<file path="config.mk">
export PLATFORM = sky130hd
export DESIGN_NAME = frame_presentation_scheduler_unit
export DESIGN_NICKNAME = d
export VERILOG_FILES = /design/src/hdl/fps_pkg.sv /design/src/hdl/frame_presentation_scheduler_unit.sv /design/src/hdl/fps_ctrl.sv /design/src/hdl/fps_dp.sv
export VERILOG_INCLUDE_DIRS = /design/src /design/src/hdl
export SDC_FILE = /design/constraint.sdc
export NUM_CORES = 2
export LEC_CHECK = 0
export ABC_CLOCK_PERIOD_IN_PS = 29600
export BUFFER_PORTS_ARGS = -buffer_cell sky130_fd_sc_hd__buf_2
export CORE_MARGIN = 5
export CORE_UTILIZATION = 40
export DETAILED_ROUTE_END_ITERATION = 16
export PLACE_DENSITY = 0.54
export SLEW_MARGIN = 20
export SYNTH_ARGS = -nofsm -noshare
export SYNTH_HDL_FRONTEND = slang
export SYNTH_SLANG_ARGS = --single-unit
</file>
<file path="constraint.sdc">
create_clock -name clk -period 29.6 [get_ports clk]
set_input_delay 2.96 -clock clk [delete_from_list [all_inputs] [get_ports clk]]
set_output_delay 2.96 -clock clk [all_outputs]
set_load 0.05 [all_outputs]
</file>
<file path="src/hdl/frame_presentation_scheduler_unit_macros.svh">
// Assertion macros shared by the frame presentation scheduler modules.
// Each macro expands to one labeled concurrent assertion on a given clock and reset.
`ifndef FRAME_PRESENTATION_SCHEDULER_UNIT_MACROS_SVH
`define FRAME_PRESENTATION_SCHEDULER_UNIT_MACROS_SVH

// Condition that must hold at every clock edge out of reset
`define FPS_ASSERT_ALWAYS(name, clk, rst_n, expr) \
    name: assert property (@(posedge clk) disable iff (!rst_n) (expr)) \
        else $error("fps assertion failed");

// Antecedent in one cycle implies consequent in the next
`define FPS_ASSERT_NEXT(name, clk, rst_n, ante, cons) \
    name: assert property (@(posedge clk) disable iff (!rst_n) (ante) |=> (cons)) \
        else $error("fps assertion failed");

`endif

</file>
<file path="src/hdl/fps_pkg.sv">
// Shared types, codes and helper functions for the frame presentation scheduler.
// No dependencies; imported by the controller, the datapath and the top level.
package fps_pkg;

    // Ring geometry
    localparam int RING_DEPTH = 16;
    localparam int IDX_W      = $clog2(RING_DEPTH);
    localparam int SLOT_W     = 4;
    localparam int TIME_W     = 48;
    localparam int CNT_W      = 32;
    localparam int LIMIT_W    = 16;
    localparam logic [LIMIT_W-1:0] LIMIT_RESET = 16'd1000;

    // Input opcodes
    localparam logic [1:0] OP_FILL  = 2'd0;
    localparam logic [1:0] OP_TICK  = 2'd1;
    localparam logic [1:0] OP_FLUSH = 2'd2;

    // Result kinds
    localparam logic [2:0] KIND_RENDER   = 3'd0;
    localparam logic [2:0] KIND_SKIP     = 3'd1;
    localparam logic [2:0] KIND_STATUS   = 3'd2;
    localparam logic [2:0] KIND_FILL_OK  = 3'd3;
    localparam logic [2:0] KIND_FILL_REF = 3'd4;
    localparam logic [2:0] KIND_FLUSHED  = 3'd5;

    typedef struct packed {
        logic [1:0]        opcode;
        logic [TIME_W-1:0] event_time;
        logic              audio_resync;
        logic              stream_ended;
    } in_item_t;

    typedef struct packed {
        logic [2:0]        kind;
        logic [SLOT_W-1:0] slot;
        logic [TIME_W-1:0] time_value;
        logic              time_pending;
        logic              end_of_stream;
        logic [CNT_W-1:0]  behind_count;
        logic [TIME_W-1:0] behind_worst;
        logic [CNT_W-1:0]  skipped_total;
        logic [CNT_W-1:0]  played_total;
        logic              last;
    } out_item_t;

    typedef enum logic [2:0] {
        ST_IDLE,
        ST_FILL,
        ST_FLUSH,
        ST_WALK_RD,
        ST_WALK_EVAL,
        ST_WALK_NEXT
    } state_t;

    // Controller to datapath commands
    typedef struct packed {
        logic capture;
        logic fill;
        logic flush;
        logic read;
        logic consume;
        logic emit_status;
        logic emit_frame;
    } cmd_t;

    // Datapath to controller status
    typedef struct packed {
        logic out_free;
        logic walk_stop;
    } status_t;

    function automatic logic [CNT_W-1:0] sat_inc(input logic [CNT_W-1:0] v);
        return (v == '1) ? v : v + CNT_W'(1);
    endfunction

    function automatic logic [IDX_W-1:0] next_idx(input logic [IDX_W-1:0] i);
        return (i == IDX_W'(RING_DEPTH - 1)) ? '0 : i + IDX_W'(1);
    endfunction

    // Ring index as reported in the slot field (low bits)
    function automatic logic [SLOT_W-1:0] slot_of(input logic [IDX_W-1:0] i);
        logic [IDX_W+SLOT_W-1:0] wide;
        wide = {{SLOT_W{1'b0}}, i};
        return wide[SLOT_W-1:0];
    endfunction

endpackage

</file>
<file path="src/hdl/frame_presentation_scheduler_unit.sv">
// Top level of the frame presentation scheduler: controller plus datapath.
// Depends on fps_pkg, fps_ctrl and fps_dp.

// Frame presentation scheduler. Items enter on in_valid/in_stall and results
// leave on out_valid/out_stall; one item is worked on at a time, and a new
// item is taken while the previous result still sits in the output register.
// A fill or flush gives one result, once the output register is free. A tick
// walks the ring frame by frame, each slot time coming from the timestamp
// memory through its single registered read port; render/skip results carry
// last = 0, and the closing tick status carries last = 1. Opcode 3 is
// dropped with no result. resync_limit is to be written through
// cfg_wr_en/cfg_wr_data only while the block is idle (the block itself does
// not enforce this) and resets to 1000 ms.
module frame_presentation_scheduler_unit
    import fps_pkg::*;
(
    input  logic               clk,
    input  logic               rst_n,
    input  logic               in_valid,
    output logic               in_stall,
    input  in_item_t           in_item,
    output logic               out_valid,
    input  logic               out_stall,
    output out_item_t          out_item,
    input  logic               cfg_wr_en,
    input  logic [LIMIT_W-1:0] cfg_wr_data
);

    cmd_t    cmd;
    status_t status;

    // Sequencer
    fps_ctrl u_ctrl (
        .clk       (clk),
        .rst_n     (rst_n),
        .in_valid  (in_valid),
        .in_opcode (in_item.opcode),
        .in_stall  (in_stall),
        .status    (status),
        .cmd       (cmd)
    );

    // Ring, statistics and output register
    fps_dp u_dp (
        .clk         (clk),
        .rst_n       (rst_n),
        .in_item     (in_item),
        .cfg_wr_en   (cfg_wr_en),
        .cfg_wr_data (cfg_wr_data),
        .cmd         (cmd),
        .status      (status),
        .out_valid   (out_valid),
        .out_stall   (out_stall),
        .out_item    (out_item)
    );

endmodule

</file>
<file path="src/hdl/fps_ctrl.sv">
// Sequencer for the frame presentation scheduler: input handshake and walk control.
// Depends on fps_pkg and the shared assertion macro header.
`include "frame_presentation_scheduler_unit_macros.svh"

module fps_ctrl
    import fps_pkg::*;
(
    input  logic       clk,
    input  logic       rst_n,
    input  logic       in_valid,
    input  logic [1:0] in_opcode,
    output logic       in_stall,
    input  status_t    status,
    output cmd_t       cmd
);

    state_t state_reg;
    state_t state_next;

    // State register
    always_ff @(posedge clk or negedge rst_n)
    begin
        if (!rst_n)
        begin
            state_reg <= ST_IDLE;
        end
        else
        begin
            state_reg <= state_next;
        end
    end

    // Next state
    always_comb
    begin
        state_next = state_reg;
        unique case (state_reg)
            ST_IDLE:
            begin
                if (in_valid)
                begin
                    unique case (in_opcode)
                        OP_FILL:  state_next = ST_FILL;
                        OP_TICK:  state_next = ST_WALK_RD;
                        OP_FLUSH: state_next = ST_FLUSH;
                        default:  state_next = ST_IDLE;
                    endcase
                end
            end
            ST_FILL, ST_FLUSH:
            begin
                if (status.out_free)
                    state_next = ST_IDLE;
            end
            ST_WALK_RD:
            begin
                state_next = ST_WALK_EVAL;
            end
            ST_WALK_EVAL:
            begin
                if (status.out_free)
                    state_next = status.walk_stop ? ST_IDLE : ST_WALK_NEXT;
            end
            ST_WALK_NEXT:
            begin
                if (status.out_free)
                    state_next = ST_WALK_EVAL;
            end
            default:
            begin
                state_next = ST_IDLE;
            end
        endcase
    end

    // Command outputs
    always_comb
    begin
        cmd      = '0;
        in_stall = 1'b1;
        unique case (state_reg)
            ST_IDLE:
            begin
                in_stall    = 1'b0;
                cmd.capture = in_valid;
            end
            ST_FILL:
            begin
                cmd.fill = status.out_free;
            end
            ST_FLUSH:
            begin
                cmd.flush = status.out_free;
            end
            ST_WALK_RD:
            begin
                cmd.read = 1'b1;
            end
            ST_WALK_EVAL:
            begin
                cmd.emit_status = status.out_free && status.walk_stop;
                cmd.consume     = status.out_free && !status.walk_stop;
            end
            ST_WALK_NEXT:
            begin
                cmd.emit_frame = status.out_free;
            end
            default:
            begin
                cmd = '0;
            end
        endcase
    end

    // At most one datapath action per cycle
    `FPS_ASSERT_ALWAYS(a_one_cmd, clk, rst_n,
        $onehot0({cmd.capture, cmd.fill, cmd.flush, cmd.read, cmd.consume,
                  cmd.emit_status, cmd.emit_frame}))
    // A consumed frame is always followed by its render or skip result before the next step
    `FPS_ASSERT_NEXT(a_consume_then_emit, clk, rst_n, cmd.consume,
        (!cmd.consume && !cmd.emit_status))
    // The final status of a tick returns the block to accepting items
    `FPS_ASSERT_NEXT(a_status_ends_walk, clk, rst_n, cmd.emit_status, !in_stall)

endmodule

</file>
<file path="src/hdl/fps_dp.sv">
// Datapath of the frame presentation scheduler: slot flags, timestamp memory,
// pointers, statistics and the output register. Depends on fps_pkg and the macro header.
`include "frame_presentation_scheduler_unit_macros.svh"

module fps_dp
    import fps_pkg::*;
(
    input  logic               clk,
    input  logic               rst_n,
    input  in_item_t           in_item,
    input  logic               cfg_wr_en,
    input  logic [LIMIT_W-1:0] cfg_wr_data,
    input  cmd_t               cmd,
    output status_t            status,
    output logic               out_valid,
    input  logic               out_stall,
    output out_item_t          out_item
);

    // Timestamp store, no reset: its data is only used behind a set flag
    logic [TIME_W-1:0] mem [RING_DEPTH];

    logic [RING_DEPTH-1:0] full_reg,      full_next;
    logic [IDX_W-1:0]      fill_ptr_reg,  fill_ptr_next;
    logic [IDX_W-1:0]      play_ptr_reg,  play_ptr_next;
    logic [LIMIT_W-1:0]    limit_reg;
    in_item_t              req_reg;
    logic [TIME_W-1:0]     rd_data_reg;
    logic [TIME_W-1:0]     cur_ft_reg;
    logic [IDX_W-1:0]      cur_slot_reg;
    logic [CNT_W-1:0]      late_frames_reg, late_frames_next;
    logic [TIME_W-1:0]     late_max_reg,    late_max_next;
    logic [CNT_W-1:0]      skip_reg,        skip_next;
    logic [CNT_W-1:0]      play_reg,        play_next;
    logic                  out_valid_reg;
    out_item_t             out_item_reg,    out_item_next;

    logic [IDX_W-1:0]  nx_idx;
    logic [IDX_W-1:0]  rd_addr;
    logic              full_p;
    logic              full_f;
    logic              is_future;
    logic              is_late;
    logic [TIME_W-1:0] behind;
    logic              too_late;
    logic              slot_empty;
    logic              emit_any;

    // Compare the fetched frame time against the tick time
    always_comb
    begin
        nx_idx     = next_idx(play_ptr_reg);
        full_p     = full_reg[play_ptr_reg];
        full_f     = full_reg[fill_ptr_reg];
        is_future  = rd_data_reg > req_reg.event_time;
        is_late    = rd_data_reg < req_reg.event_time;
        behind     = req_reg.event_time - rd_data_reg;
        too_late   = req_reg.audio_resync && is_late && (behind > TIME_W'(limit_reg));
        slot_empty = !full_p;
        rd_addr    = cmd.consume ? nx_idx : play_ptr_reg;
    end

    assign status.out_free  = !out_valid_reg || !out_stall;
    assign status.walk_stop = slot_empty || is_future || too_late;

    // Ring and statistics update
    always_comb
    begin
        full_next        = full_reg;
        fill_ptr_next    = fill_ptr_reg;
        play_ptr_next    = play_ptr_reg;
        late_frames_next = late_frames_reg;
        late_max_next    = late_max_reg;
        skip_next        = skip_reg;
        play_next        = play_reg;

        if (cmd.fill && !full_f)
        begin
            full_next[fill_ptr_reg] = 1'b1;
            fill_ptr_next           = next_idx(fill_ptr_reg);
        end
        if (cmd.flush)
        begin
            full_next     = '0;
            fill_ptr_next = '0;
            play_ptr_next = '0;
        end
        if (cmd.consume)
        begin
            full_next[play_ptr_reg] = 1'b0;
            play_ptr_next           = nx_idx;
            play_next               = sat_inc(play_reg);
            if (is_late)
            begin
                late_frames_next = sat_inc(late_frames_reg);
                if (behind > late_max_reg)
                    late_max_next = behind;
            end
        end
        // rd_data now holds the following slot's time: skip if it is due too
        if (cmd.emit_frame && full_p && !is_future)
            skip_next = sat_inc(skip_reg);
    end

    // Result formatting
    always_comb
    begin
        out_item_next                = '0;
        out_item_next.behind_count   = late_frames_next;
        out_item_next.behind_worst   = late_max_next;
        out_item_next.skipped_total  = skip_next;
        out_item_next.played_total   = play_next;
        out_item_next.last           = 1'b1;
        if (cmd.fill)
        begin
            out_item_next.kind       = full_f ? KIND_FILL_REF : KIND_FILL_OK;
            out_item_next.slot       = slot_of(fill_ptr_reg);
            out_item_next.time_value = req_reg.event_time;
        end
        else if (cmd.flush)
        begin
            out_item_next.kind = KIND_FLUSHED;
        end
        else if (cmd.emit_status)
        begin
            out_item_next.kind          = KIND_STATUS;
            out_item_next.time_value    = slot_empty ? '0 : rd_data_reg;
            out_item_next.time_pending  = !slot_empty;
            out_item_next.end_of_stream = slot_empty && req_reg.stream_ended;
        end
        else
        begin
            out_item_next.kind       = (full_p && !is_future) ? KIND_SKIP : KIND_RENDER;
            out_item_next.slot       = slot_of(cur_slot_reg);
            out_item_next.time_value = cur_ft_reg;
            out_item_next.last       = 1'b0;
        end
    end

    assign emit_any = cmd.fill || cmd.flush || cmd.emit_status || cmd.emit_frame;

    // Control registers
    always_ff @(posedge clk or negedge rst_n)
    begin
        if (!rst_n)
        begin
            full_reg        <= '0;
            fill_ptr_reg    <= '0;
            play_ptr_reg    <= '0;
            limit_reg       <= LIMIT_RESET;
            late_frames_reg <= '0;
            late_max_reg    <= '0;
            skip_reg        <= '0;
            play_reg        <= '0;
            out_valid_reg   <= 1'b0;
        end
        else
        begin
            full_reg        <= full_next;
            fill_ptr_reg    <= fill_ptr_next;
            play_ptr_reg    <= play_ptr_next;
            late_frames_reg <= late_frames_next;
            late_max_reg    <= late_max_next;
            skip_reg        <= skip_next;
            play_reg        <= play_next;
            if (cfg_wr_en)
                limit_reg <= cfg_wr_data;
            if (emit_any)
                out_valid_reg <= 1'b1;
            else if (!out_stall)
                out_valid_reg <= 1'b0;
        end
    end

    // Payload registers
    always_ff @(posedge clk)
    begin
        if (cmd.capture)
            req_reg <= in_item;
        if (cmd.consume)
        begin
            cur_ft_reg   <= rd_data_reg;
            cur_slot_reg <= play_ptr_reg;
        end
        if (emit_any)
            out_item_reg <= out_item_next;
    end

    // Timestamp memory: one write port, one registered read port
    always_ff @(posedge clk)
    begin
        if (cmd.fill && !full_f)
            mem[fill_ptr_reg] <= req_reg.event_time;
        if (cmd.read || cmd.consume)
            rd_data_reg <= mem[rd_addr];
    end

    assign out_valid = out_valid_reg;
    assign out_item  = out_item_reg;

    // Pointers stay inside the ring
    `FPS_ASSERT_ALWAYS(a_ptr_range, clk, rst_n,
        (fill_ptr_reg <= IDX_W'(RING_DEPTH - 1)) && (play_ptr_reg <= IDX_W'(RING_DEPTH - 1)))
    // A flush empties the ring and rewinds both pointers
    `FPS_ASSERT_NEXT(a_flush_clears, clk, rst_n, cmd.flush,
        (full_reg == '0) && (fill_ptr_reg == '0) && (play_ptr_reg == '0))
    // Every skipped frame was also consumed
    `FPS_ASSERT_ALWAYS(a_skip_le_play, clk, rst_n, skip_reg <= play_reg)

endmodule

</file>
* Word level (Yosys, flattened, before mapping)
Memories as Yosys holds them, arrays and structs flattened. A register that Yosys moved wholly into a read port is not among the register bits.
Index checks and enable logic that the tools add are counted.
** Word-level totals
- Bits in registers :: 492
- Bits in latches :: 0
- Bits in writable memories :: 768
- Bits in read-only memories :: 0
- Output and inout bits :: 204
- Logic and storage cells :: 150
- Memories :: 1
** Memories
- u_dp.mem :: depth 16, width 48, read ports 1, clocked after memory_dff 1, wr ports 1, line fps_dp.sv:21 : logic [TIME_W-1:0] mem [RING_DEPTH];
** Operators by class
- Add/subtract/negate cells :: 6
- Multiply operators :: 0
- Divide/modulo/power cells :: 0
- Magnitude comparators :: 8
- Equality and inequality tests :: 17
- Shift operators :: 0
- Muxes and demuxes :: 57
- Bitwise gates (word level) :: 4
- Reduce and logical (&&, ||, !) cells :: 32
** Operators by type and width (number)
- two-way mux 48 bit :: 5
- two-way mux 32 bit :: 7
- adder 32 x 1 -> 32 bit, second input constant :: 3
- == test 32 bit, second input constant :: 3
- greater-than comparator 48 bit :: 2
- two-way mux 55 bit :: 1
- two-way mux 54 bit :: 1
- greater-than comparator 48 x 16 -> 1 bit :: 1
- less-than comparator 48 bit :: 1
- two-way mux 16 bit :: 3
- subtractor 48 bit :: 1
- two-way mux 4 bit :: 8
- two-way mux 3 bit :: 8
- bitwise AND 16 bit :: 1
- two-way mux 1 bit :: 16
- inverter 16 bit :: 1
- OR 16 bit :: 1
- case mux 3 bit (5 select lines) :: 1
- logical AND 1 bit :: 11
- less-than comparator 4 x 5 -> 1 bit, second input constant :: 2
- adder 4 x 1 -> 4 bit, second input constant :: 2
- binary-select mux 1 bit (select 4 bit) :: 2
- demux 1 bit (select 4 bit) :: 2
- == test 4 bit, second input constant :: 2
- 19 further kinds :: 39

* Logic depth before layout (Yosys ltp)
- Depth after elaboration :: 11
- Gate-level depth with buffers :: 27
- Gate-level depth less buffers :: 25

* Hierarchy
Synthesis repeated with hierarchy kept, for this count alone.
** Second synthesis, totals
- Cell total of the unflattened synthesis :: 3269
- Area, all modules :: 54193.2 um^2
** By module, submodules not included
- fps_dp :: instances 1, cells an instance 3237, area an instance 53908.0 um^2, sequential area each 38269.2 um^2
- fps_ctrl :: instances 1, cells an instance 32, area an instance 285.3 um^2, sequential area each 75.1 um^2

* Worst setup path before layout
OpenSTA, ideal clock, no wires.
- Path kind :: register -> register
- Start point :: register u_dp.req_reg[2] in the netlist's numbering
- End point :: register u_dp.out_valid_reg (netlist: u_dp.out_valid)
- Setup time :: 0.129 ns
- Arrival :: 14.452 ns
- Data required time :: 29.471 ns
- Setup slack :: 15.019 ns
- Stages on the path, launching flop included :: 23
- Path buffers :: 0
- Period minus slack after synthesis :: 14.581 ns
- Path through :: edfxtp_1 > inv_1 > ha_1 > fa_1 > nand2b_1 > a21o_1 > a21boi_2 > nor3_1 > xnor2_1 > ha_1 > nand4_1 > nor3_1 > a21boi_0 > o31a_1 > a221oi_1 > o21ai_0 > a211o_1 > nor4_1 > and4_1 > o21ai_1 > nand2_1 > a21oi_1 > or2_2
** On the way
- Cells in the longest elaborated chain, start to end :: 9
- Elaborated cells on any way between the ends :: 14
- Those cells by class :: add/sub (1); order compare (3); eq/ne (1); mux (2); reduce/logical (7)
** RTL lines
- from (decl) :: line fps_dp.sv:27 : in_item_t req_reg;
- from (signal assigned) :: line fps_dp.sv:179 : req_reg <= in_item;
- subtractor 48 bit or less-than comparator 48 bit (tied branches) :: line fps_dp.sv:57, fps_dp.sv:56
- greater-than comparator 48 x 16 -> 1 bit or logical AND 1 bit (tied branches) :: line fps_dp.sv:58 : too_late = req_reg.audio_resync && is_late && (behind > TIME_W'(limit_reg));
- logical AND 1 bit :: line fps_dp.sv:58
- logical OR 1 bit * :: line fps_dp.sv:64 : assign status.walk_stop = slot_empty || is_future || too_late;
- logical AND 1 bit * :: line fps_ctrl.sv:101 : cmd.emit_status = status.out_free && status.walk_stop;
- two-way mux 2 bit * :: line fps_ctrl.sv:81 : unique case (state_reg)
- logical OR 1 bit * (2 in a row) :: line fps_dp.sv:140 : assign emit_any = cmd.fill || cmd.flush || cmd.emit_status || cmd.emit_frame;
- net u_dp.emit_any :: line fps_dp.sv:47 : logic emit_any;
- inequality test 2 x 1 -> 1 bit (no line) or two-way mux 1 bit (tied branches)
- to (signal assigned) :: line fps_dp.sv:155 : out_valid_reg <= 1'b0;
- to (signal assigned) :: line fps_dp.sv:169 : out_valid_reg <= 1'b1;
- to (signal assigned) :: line fps_dp.sv:171 : out_valid_reg <= 1'b0;
- to (decl) :: line fps_dp.sv:35 : logic out_valid_reg;
The timed path passes the listed nets; every way through them passes the cells marked *.
A chain may end at the register's enable or synchronous reset.

* Worst setup path after layout
- Start point :: register u_dp.req_reg[10] in the netlist's numbering
- End point :: register u_dp.rd_data_reg[5] (read register of u_dp.mem) (data pin)
** On the way
- Cells in the longest elaborated chain, start to end :: 8
- Elaborated cells on any way between the ends :: 13
- Those cells by class :: add/sub (1); order compare (3); mux (2); reduce/logical (7)
** RTL lines
- subtractor 48 bit or less-than comparator 48 bit (tied branches) :: line fps_dp.sv:57, fps_dp.sv:56
- greater-than comparator 48 x 16 -> 1 bit or logical AND 1 bit (tied branches) :: line fps_dp.sv:58
- logical AND 1 bit :: line fps_dp.sv:58
- logical OR 1 bit * :: line fps_dp.sv:64
- zero test 1 bit * :: line fps_ctrl.sv:102 : cmd.consume = status.out_free && !status.walk_stop;
- logical AND 1 bit * :: line fps_ctrl.sv:102
- two-way mux 2 bit * :: line fps_ctrl.sv:81
- two-way mux 4 bit or logical OR 1 bit (tied branches) :: line fps_dp.sv:60, fps_dp.sv:194
- to (decl) :: line fps_dp.sv:28 : logic [TIME_W-1:0] rd_data_reg;
Mark *: on every way between the ends. The rest lies on a longest branch, timed or not.

==> run summary <==
## Clock tree
* **post-CTS sizing** 0
* **number of clock buffers inserted by TritonCTS** 144
* **Setup Fix Bufs, Post-CTS** 0
* **clock root cell** sky130_fd_sc_hd__clkbuf_16
* **cts-stage hold buffer count** 0
* **insertion delay of the later-clocked pin in the worst-skew pair** 780 ps
* **Clk pin slew, worst setup/hold paths** 60 ps
* **number of buffers on the longest clock path** 3
* **Max H-tree Level** 4
* **TritonCTS clock tree** done
* **clock sink count** 1308

## Power
* **P per Cell Area** 81.15 nW/um^2
* **highest ir drop seen on vdd** 0.06859 mV
* **static power due to leakage** 22.98 nW

## Route
* **Antenna Nets Post-Route** 0
* **via density per instance** 5.797
* **total DRC errors in the routed layout** 0
* **number of violations reported at the end of detailed-routing iteration 0** 3563
* **overall via count from detail_route** 36920
* **final wirelength** 167.4 mm
* **average wire per cell in the routed design** 26.29 um
* **first-pass iteration count of the detailed router** 8

## Die
* **die boundary height** 384.7 um
* **starting density of the core** 0.4024
* **die width** 384.7 um
* **die footprint** 148000 um^2
* **area of the placeable core** 139500 um^2
* **Core Rows** 137
* **Boundary Pins** 277

## Synth
* **fraction of registers with async set/reset** 0.1437
* **most frequent cell after synthesis** sky130_fd_sc_hd__edfxtp_1
* **post-synth cell types** 103
* **synthesis-stage register bit count** 1308
* **gate count after technology mapping** 4135
* **Post-Syn Nets** 4333
* **combined area of all synthesized cells** 56150 um^2
* **most used flip-flop cell after synthesis** sky130_fd_sc_hd__edfxtp_1
* **sequential share of the synthesized area** 0.6829
* **top cells by area, synth** sky130_fd_sc_hd__edfxtp_1 (60%), sky130_fd_sc_hd__dfrtp_1 (8.1%), sky130_fd_sc_hd__a32oi_1 (2.9%)
* **Mean Syn Cell Area** 13.58 um^2
* **area share of the leading cell type in the synthesized netlist** 0.5989
* **most frequent cells after synthesis** sky130_fd_sc_hd__edfxtp_1 (1120), sky130_fd_sc_hd__nand2_1 (424), sky130_fd_sc_hd__a21oi_1 (291)
* **cell type contributing the most total cell area after synthesis** sky130_fd_sc_hd__edfxtp_1
* **YS warnings** 0
* **number of enable flip-flop cells after synthesis** 1120

## Global route
* **via count of the first global-routing pass** 36100
* **overall global routing resource usage** 0.2210
* **pin count of the biggest net entering global routing** 190
* **antenna violations before repair** 6
* **final global-route overflow total** 0
* **wire length of the first global-routing pass** 244.2 mm

## Min path
* **Hold WC Path Type** reg2reg

## STA
* **Highest Clock Rate** 0.1150 GHz
* **least setup slack across all paths after layout** 20900 ps
* **Max-Slew Margin vs Limit** 0.2246
* **total setup violations reported at the end of the flow** 0
* **ratio of final minimum period to clock period** 0.2938
* **final period demand of the worst path** 8696 ps
* **hold violation total from the final report** 0
* **max-slew violations** 0
* **setup repair after global routing missed its margin** no
* **Post-Route Skew** 40.26 ps
* **transition time at the pin with the least slew margin** 1163 ps
* **total negative slack for setup checks** 0 ps

## Setup path
* **data required time at the worst endpoint** 30050 ps
* **standard cell with the maximum stage delay on the critical path** sky130_fd_sc_hd__buf_4
* **CP dominant cell by count** sky130_fd_sc_hd__buf_4
* **Critical Path AT** 9150 ps
* **delay contributed by the slowest stage of the critical path** 740 ps
* **CP Capture Type** flop
* **path type of the worst setup path** reg2reg
* **critical path launch point type** flop
* **worst-path maximum fanout** 68

## Layout
* **number of nets in the finished design** 4575
* **max reg flops** 768
* **fraction of final layout cells sized beyond drive strength 1** 0.1654
* **layout overhead on the synthesized area** 14.65%

## Job
* **number of maximum-capacitance constraint violations** 0

## Placement
* **routability-driven placement congestion ratio** 0.8766
* **number of port buffers** 276
* **pre-CTS setup slack** 21080 ps
* **half-perimeter wire length after placement** 100.0 mm

## Status
* **run status** complete, no violations

-- per-stage QoR --
stage	util	cell area [um^2]	std cells	power (mW)	hold slack [ps]
CTS	0.4614	64380	6367	5.270	481.8
detailed placement	0.4270	59580	6107	3.455	469.1
global placement	0.4270	59580	6107	3.451	463.7
global route	0.4614	64380	6367	5.433	500.2
floorplan	-	56150	4135	3.123	423.1
finish	0.4614	64380	6368	5.225	481.8
-- where the power goes --
| part | switching (mW) | internal (mW) |
|---|---|---|
| sequential | 0.0867 | 2.22 |
| combinational | 0.828 | 0.272 |
| clock | 0.750 | 1.06 |
| total | 1.66 | 3.56 |
-- layer usage --
metal	part of all wire	global-route usage
met1	0.44	0.3132
met2	0.46	0.3506
met4	0.030	0.06839
met3	0.072	0.03706
met5	0.000066	0
-- worst max-delay path: cells and delay by family (launching register included) --
kind / cells / cell delay [ps]
adder cells (fa/ha/maj): 2 / 730
XOR/XNOR: 1 / 290
buffers and inverters: 4 / 1730
flip-flops: 1 / 720
multiplexers: 1 / 250
AND/OR/NAND/NOR: 5 / 1250
AO/OA/AOI/OAI: 12 / 3340
-- cells in the final DEF, fill, tap and decap left out, drive strengths merged, types with 17 or more instances in the layout --
cell       n
a221oi    56
nand3    154
mux2      41
ha       124
clkbuf   190
o22ai     48
a32oi    190
a21o      20
dfrtp    182
o211ai    20
nand2    425
o21ai    292
buf      361
nor3      27
a21oi    295
clkinv    38
xor2      37
and2      27
a31oi     17
o21a      18
nor2      94
inv      167
a22o     100
nand4     51
mux2i     20
a22oi     48
xnor2     92
edfxtp  1120
and3      36
-- worst paths after layout --
path,endpoint,from,slack (ps),depth (start not counted)
min in group asynchronous,u_dp.skip_reg[16],rst_n,2250,1
max reg2reg,u_dp.rd_data_reg[5],u_dp.req_reg[10],20900,25
max in group asynchronous,u_dp.late_max_reg[29],rst_n,25430,3
min reg2reg,u_dp.skip_reg[10],u_dp.skip_reg[10],480,1
max,u_dp.rd_data_reg[5],u_dp.req_reg[10],20900,25
min,u_dp.skip_reg[10],u_dp.skip_reg[10],480,1
-- logic make-up after synthesis --
group,Yosys count,share of synthesized area
XOR/XNOR,129,0.02012
multiplexers,71,0.01580
AND/OR/NAND/NOR,906,0.07661
buffers and inverters,423,0.03171
adder cells (fa/ha/maj),126,0.02816
AO/OA/AOI/OAI,1172,0.1447
flip-flops,1308,0.6829
-- layout make-up --
cell class	count	area (um^2)
Fill cell	12500	75150
Multi-Input combinational cell	2404	16230
Clock inverter	71	920.9
Timing Repair Buffer	362	2073
Antenna cell	1	2.502
Tap cell	1876	2347
Sequential cell	1308	38340
Inverter	157	589.3
Clock buffer	189	3875
No activity file was read; power rests on OpenSTA's default activity.
